<file path="src/sv/dbdf_pkg.sv">
package dbdf_pkg;

    localparam int MAX_KEPT_DEF = 64;

    localparam int X_W      = 12;
    localparam int SIZE_W   = 13;
    localparam int AREA_W   = 2 * SIZE_W;
    localparam int RATIO_W  = 17;
    localparam int RATIO_FRAC = 16;
    localparam int PROD_W   = RATIO_W + AREA_W;
    localparam int SCORE_W  = 16;
    localparam int FRAME_W  = 32;

    localparam int CFG_IDX_W  = 2;
    localparam int CFG_DATA_W = 17;

    localparam logic [CFG_IDX_W-1:0] CFG_SCORE_THR = 2'd0;
    localparam logic [CFG_IDX_W-1:0] CFG_RATIO_THR = 2'd1;
    localparam logic [CFG_IDX_W-1:0] CFG_FRAME_W   = 2'd2;
    localparam logic [CFG_IDX_W-1:0] CFG_FRAME_H   = 2'd3;

    localparam logic signed [SCORE_W-1:0] SCORE_THR_RST = 16'sd0;
    localparam logic [RATIO_W-1:0]        RATIO_THR_RST = 17'd32768;
    localparam logic [SIZE_W-1:0]         FRAME_W_RST   = 13'd4096;
    localparam logic [SIZE_W-1:0]         FRAME_H_RST   = 13'd4096;

    localparam int GROW_SIDE  = 20;
    localparam int GROW_TOTAL = 40;

    typedef struct packed {
        logic [X_W-1:0]    x;
        logic [X_W-1:0]    y;
        logic [SIZE_W-1:0] w;
        logic [SIZE_W-1:0] h;
    } t_box;

    // A request travelling down the cell row. The overlap products of one cell
    // are judged by the next cell, so multiply and compare sit in different cycles.
    typedef struct packed {
        logic              valid;
        t_box              box;
        logic [AREA_W-1:0] area;
        logic              dup;
        logic              pend;
        logic [AREA_W-1:0] inter;
        logic [PROD_W-1:0] thr_small;
    } t_query;

    function automatic logic dup_hit(input t_query q);
        return q.pend && (PROD_W'({q.inter, {RATIO_FRAC{1'b0}}}) > q.thr_small);
    endfunction

endpackage

</file>
<file path="src/sv/dbdf_cell.sv">
module dbdf_cell
    import dbdf_pkg::*;
(
    input  logic               i_clk,
    input  logic               i_rst_n,
    input  logic [RATIO_W-1:0] i_ratio_thr,
    input  logic               i_enable,
    input  logic               i_wr,
    input  t_box               i_wr_box,
    input  logic [AREA_W-1:0]  i_wr_area,
    input  t_query             i_q,
    output t_query             o_q
);

    t_box              r_box;
    logic [AREA_W-1:0] r_area;
    t_query            r_q;
    t_query            n_q;

    logic [X_W-1:0]    x0;
    logic [X_W-1:0]    y0;
    logic [X_W+1:0]    qx_end;
    logic [X_W+1:0]    sx_end;
    logic [X_W+1:0]    qy_end;
    logic [X_W+1:0]    sy_end;
    logic [X_W+1:0]    x1;
    logic [X_W+1:0]    y1;
    logic [SIZE_W-1:0] ow;
    logic [SIZE_W-1:0] oh;
    logic [AREA_W-1:0] smaller;
    logic              identical;

    always_comb begin
        x0 = (i_q.box.x > r_box.x) ? i_q.box.x : r_box.x;
        y0 = (i_q.box.y > r_box.y) ? i_q.box.y : r_box.y;
        qx_end = (X_W+2)'(i_q.box.x) + (X_W+2)'(i_q.box.w);
        sx_end = (X_W+2)'(r_box.x) + (X_W+2)'(r_box.w);
        qy_end = (X_W+2)'(i_q.box.y) + (X_W+2)'(i_q.box.h);
        sy_end = (X_W+2)'(r_box.y) + (X_W+2)'(r_box.h);
        x1 = (qx_end < sx_end) ? qx_end : sx_end;
        y1 = (qy_end < sy_end) ? qy_end : sy_end;
        // The overlap never exceeds either width, so it fits the size field.
        ow = (x1 > (X_W+2)'(x0)) ? SIZE_W'(x1 - (X_W+2)'(x0)) : '0;
        oh = (y1 > (X_W+2)'(y0)) ? SIZE_W'(y1 - (X_W+2)'(y0)) : '0;
        smaller = (i_q.area < r_area) ? i_q.area : r_area;
        identical = (i_q.box == r_box);

        n_q           = i_q;
        n_q.dup       = i_q.dup | dup_hit(i_q);
        n_q.pend      = i_q.valid & i_enable & ~identical;
        n_q.inter     = AREA_W'(ow) * AREA_W'(oh);
        n_q.thr_small = PROD_W'(i_ratio_thr) * PROD_W'(smaller);
    end

    always_ff @(posedge i_clk) begin
        if (!i_rst_n) begin
            r_q.valid <= 1'b0;
        end else begin
            r_q.valid <= n_q.valid;
        end
        r_q.box       <= n_q.box;
        r_q.area      <= n_q.area;
        r_q.dup       <= n_q.dup;
        r_q.pend      <= n_q.pend;
        r_q.inter     <= n_q.inter;
        r_q.thr_small <= n_q.thr_small;
        if (i_wr) begin
            r_box  <= i_wr_box;
            r_area <= i_wr_area;
        end
    end

    assign o_q = r_q;

endmodule

</file>
<file path="config.mk">
export PLATFORM = sky130hd
export DESIGN_NAME = dbdf_cell
export DESIGN_NICKNAME = d
export VERILOG_FILES = /design/src/sv/dbdf_pkg.sv /design/src/sv/dbdf_cell.sv
export SDC_FILE = /design/constraint.sdc
export NUM_CORES = 2
export LEC_CHECK = 0
export BUFFER_PORTS_ARGS = -buffer_cell sky130_fd_sc_hd__buf_2
export CORE_ASPECT_RATIO = 1.75
export CORE_MARGIN = 2
export CORE_UTILIZATION = 55
export CTS_CLUSTER_DIAMETER = 200
export DETAILED_ROUTE_END_ITERATION = 6
export PLACE_DENSITY = 0.79
export SYNTH_ARGS = -nofsm -noshare
export SYNTH_HDL_FRONTEND = slang
export SYNTH_SLANG_ARGS = --single-unit
</file>
<file path="constraint.sdc">
create_clock -name i_clk -period 12.8 [get_ports i_clk]
set_clock_uncertainty 0.15 [all_clocks]
set_input_delay 2.56 -clock i_clk [delete_from_list [all_inputs] [get_ports i_clk]]
set_output_delay 2.56 -clock i_clk [all_outputs]
set_load 0.05 [all_outputs]
</file>
Word-level counts from Yosys, hierarchy flattened. Cells that the tools add are included.

Bits in registers: 224. Output and inout bits: 148. Logic and storage cells: 44.

Multipliers: 2. Bitwise operators: 4. Reduce and logical (&&, ||, !) cells: 1. Magnitude comparators: 8. Equality and inequality tests: 1. Multiplexer cells: 7. Add/sub/neg operators: 6.

Operator list (count): adder 12 x 13 -> 14 bit (4); == test 50 bit (1); > comparator 42 x 43 -> 1 bit (1); multiplier 17 x 26 -> 43 bit (1); > comparator 14 x 12 -> 1 bit (2); less-than comparator 14 bit (2); 2-to-1 mux 14 bit (2); less-than comparator 26 bit (1); multiplier 13 x 13 -> 26 bit (1); 2-to-1 mux 13 bit (2); 2-to-1 mux 26 bit (1); subtractor 13 x 12 -> 13 bit (2); > comparator 12 bit (2); 2-to-1 mux 12 bit (2); bitwise AND 1 bit (2); logical AND 1 bit (1); NOT 1 bit (1); bitwise OR 1 bit (1).

Depth between registers and ports, before layout.
Depth in word-level cells: 6. Gate-level depth with buffers: 55. Depth with buffers taken out: 54.

Least setup slack after synthesis. OpenSTA, ideal clock, no wires.

Kind: input to register. From: input port i_q[97] (netlist bit). To: register r_q, in the netlist o_q[67]. Slack: -856 ps. Data required time: 12578 ps. Cell stages on the path: 53. Library setup time: 72 ps. Data arrival time: 13434 ps. Path through: ha_1 > inv_1 > fa_1 > nor2b_1 > o21ai_0 > a21boi_0 > o21a_1 > o21ai_0 > nand2b_1 > a21oi_1 > xnor2_1 > ha_1 > o21a_1 > o21ai_0 > nor2_1 > o21ai_0 > nor3b_1 > maj3_2 > [... 17 more ...] > inv_1 > fa_1 > inv_1 > fa_1 > inv_1 > fa_1 > fa_1 > inv_1 > ha_1 > or3_1 > o21bai_1 > a31oi_1 > o21bai_1 > a41o_1 > or4_1 > a31o_2 > a21oi_1 > xnor2_1.

RTL lines: start: declaration (line dbdf_cell.sv:11) `input t_query i_q,`; end: declaration (line dbdf_cell.sv:17) `t_query r_q;`.

==> impl_metrics.json <==
{
  "yosysWarnings": 0,
  "synth_cell_types": 74,
  "worst_path_max_delay_cell": "fa_1",
  "grt_usage_pct": 38.5,
  "rrSetupSlack_ps": 1170,
  "gp_congestion": 1.01,
  "reg2reg_from": "r_box[0]",
  "initial_core_util_pct": 55.6,
  "pre_cts_ws_ps": -1150,
  "clkTransAtPathRegs_ps": 70,
  "startpoint_type": "input pin",
  "row_count": 115,
  "syn_avg_cell_area_um2": 9.19,
  "viasPerCell": 5.59,
  "core_um2": 56300,
  "rsz0062_at_grt": "yes",
  "cts_tree": "done",
  "endpoint_kind": "register",
  "max-clock-path-buffers": 3,
  "finalMaxSlewViolations": 0,
  "grt_pass1_wl_um": 166000,
  "final_util_pct": 67.2,
  "syn_inst": 3403,
  "synthFlopType": "dfxtp_1",
  "fp.dieW_um": 184,
  "grt_max_degree": 57,
  "drtIter0Drc": 1458,
  "cp-startpoint": "i_q[123]",
  "hold_path_depth": 3,
  "maxCapViolCount": 0,
  "synthArstFlopShare_pct": 0,
  "clk_latency_ps": 640,
  "period_needed_ps": 12780,
  "seq_area_frac_synth_pct": 16.8,
  "netlist.area_leader.share_pct": 31.1,
  "cts-htree-levels": 1,
  "synth_area_leader_cell": "fa_1",
  "setup_ws_ps": 22.6,
  "ios": 393,
  "hold_class": "register to register",
  "numCtsBuffers": 24,
  "fillers": 4584,
  "synth-seq-cells": 224,
  "rr_worst_depth": 52,
  "vias": 27200,
  "synth_edf_count": 76,
  "crit_fanout": 8,
  "place_area_um2": 36500,
  "finalSetupTns_ps": 0,
  "seqCellArea_um2": 5250,
  "final.period_utilization_pct": 99.8,
  "final_nets": 5163,
  "synth_compound_area_share_pct": 7.89,
  "wl_per_cell_um": 22.4,
  "max_slew_margin_pct": 16.6,
  "hold_start": "r_area[0]",
  "min_to": "o_q[0]",
  "synth_fp_nets": 4494,
  "yosys.area_share.simple_pct": 14.0,
  "grt_pass1_vias": 30100,
  "required_ps": 13170,
  "finalSetupViolations": 0,
  "synthTopCellsByCount": "672 x inv_1, 486 x fa_1, 484 x nand2_1",
  "fmax_ghz": 0.0783,
  "rr_endpoint": "o_q[67]",
  "ant_nets": 0,
  "cts_sinks": 224,
  "synth_area_um2": 31300,
  "muxShareOfSynthArea_pct": 2.12,
  "dr.pass1.iters": 6,
  "port-buffer-count": 392,
  "hpwl_um": 89800,
  "area_delta_synth_final_pct": 20.9,
  "drc_errors": 0,
  "crit_arrival_ps": 13150,
  "antenna_found_initial": 17,
  "synthAdderAreaFrac_pct": 45.5,
  "tightest_slew_ps": 1240,
  "drive_gt1_share_pct": 22.4,
  "post-synth-top-count-cell": "inv_1",
  "root_buffer": "clkbuf_16",
  "grt_overflow_total": 0,
  "path_class": "input pin to register",
  "outcome": "finished, final reports clean",
  "critPathMaxStageDelay_ps": 530,
  "synth_top_family_by_area": "adder cells",
  "die-area_um2": 58900,
  "multi_input_area_um2": 23500,
  "synth_xor_area_share_pct": 4.17,
  "synthTopCellsByArea": "fa_1 31%, ha_1 14%, dfxtp_1 9.5%",
  "design_area_um2": 37800,
  "routed_wl_um": 109000,
  "final_hold_viol_count": 0,
  "die_h_um": 319,
  "worst_path_most_repeated_cell": "fa_1"
}
-- sequential cells by signal, indices dropped and copies added (netlist names) --
register,flops
r_box,50
r_area,26
o_q,148
-- placed cells by master, fill, tap and decap left out, drive strengths merged, types with 4 or more instances in the layout --
master / Yosys / routed
buf: 49 / 747
inv: 672 / 675
fa: 486 / 486
nand2: 484 / 484
ha: 360 / 360
nor2: 160 / 160
dfxtp: 148 / 148
and2: 124 / 124
a21oi: 104 / 104
xnor2: 99 / 99
o21ai: 79 / 79
edfxtp: 76 / 76
a21o: 65 / 65
xor2: 49 / 49
nand3: 36 / 36
nor2b: 35 / 35
clkbuf: 55 / 34
mux2i: 32 / 32
nand4: 31 / 31
nand2b: 30 / 30
mux2: 30 / 30
nor3: 30 / 30
o21a: 29 / 29
o21bai: 14 / 14
a31oi: 13 / 13
diode: 0 / 12
o211ai: 11 / 11
and3: 10 / 10
a211oi: 8 / 8
nor4: 8 / 8
a21boi: 8 / 8
or3: 7 / 7
o31ai: 7 / 7
o2111ai: 5 / 5
o41ai: 5 / 5
or4: 4 / 4
clkinv: 0 / 4
-- how the worst max path moves through the flow --
stage                          to  slack [ps]  depth (start not counted)
after floorplan           o_q[67]        -220                         54
after global placement    o_q[68]       -1010                         50
after detailed placement  o_q[68]       -1150                         55
after CTS                 o_q[67]           4                         55
after global routing      o_q[67]        -400                         54
final                     o_q[67]          20                         55
-- worst max-delay path: cells and delay by family --
| kind | cells | cell delay, ps |
|---|---|---|
| adder cells (fa/ha/maj) | 12 | 4220 |
| AO/OA/AOI/OAI | 20 | 3210 |
| AND/OR/NAND/NOR | 10 | 1850 |
| buffers and inverters | 9 | 670 |
| multiplexers | 2 | 340 |
| XOR/XNOR | 2 | 280 |
-- layout make-up --
cell class / instances / share of cell area [%]
tap: 760 / 2.51
inverter: 672 / 6.67
timing repair buffer: 747 / 12.6
clock inverter: 10 / 0.351
sequential: 224 / 13.9
antenna: 12 / 0.0794
multi-input combinational: 2403 / 62.2
clock buffer: 34 / 1.71
-- kinds of logic (layout without fill, tap and decap cells) --
family,after synthesis,count (layout)
flip-flops,224,224
buffers and inverters,776,1463
adder cells (fa/ha/maj),847,847
multiplexers,62,62
other,0,12
AO/OA/AOI/OAI,378,378
AND/OR/NAND/NOR,968,968
XOR/XNOR,148,148
-- per-layer routing --
| metal | GRT usage, % | part of all wire, % | vias to the layer above |
|---|---|---|---|
| met5 | 0.766 | 0.10 | - |
| met4 | 37.2 | 12 | 12 |
| met3 | 10.3 | 7.2 | 639 |
| met2 | 69.6 | 52 | 1302 |
| met1 | 33.2 | 29 | 13200 |
| li1 | - | - | 12000 |
-- timing repair --
item | in CTS | in global routing
resized for setup | 50 | 51
hold endpoints to repair | 0 | 0
pin swaps | 34 | 61
buffers inserted | 9 | 10
hold buffers | 0 | 0
endpoints found under the setup margin | 5 | 9
-- metrics by stage --
step	hold WS, ps	instances
3_3_place_gp	605	4788
2_1_floorplan	491	3403
5_1_grt	750	4858
3_5_place_dp	625	4788
4_1_cts	643	4841
6_report	641	4862
Power is not shown: default switching activity piles up to over one toggle a cycle in this logic, so the estimate is an artifact.
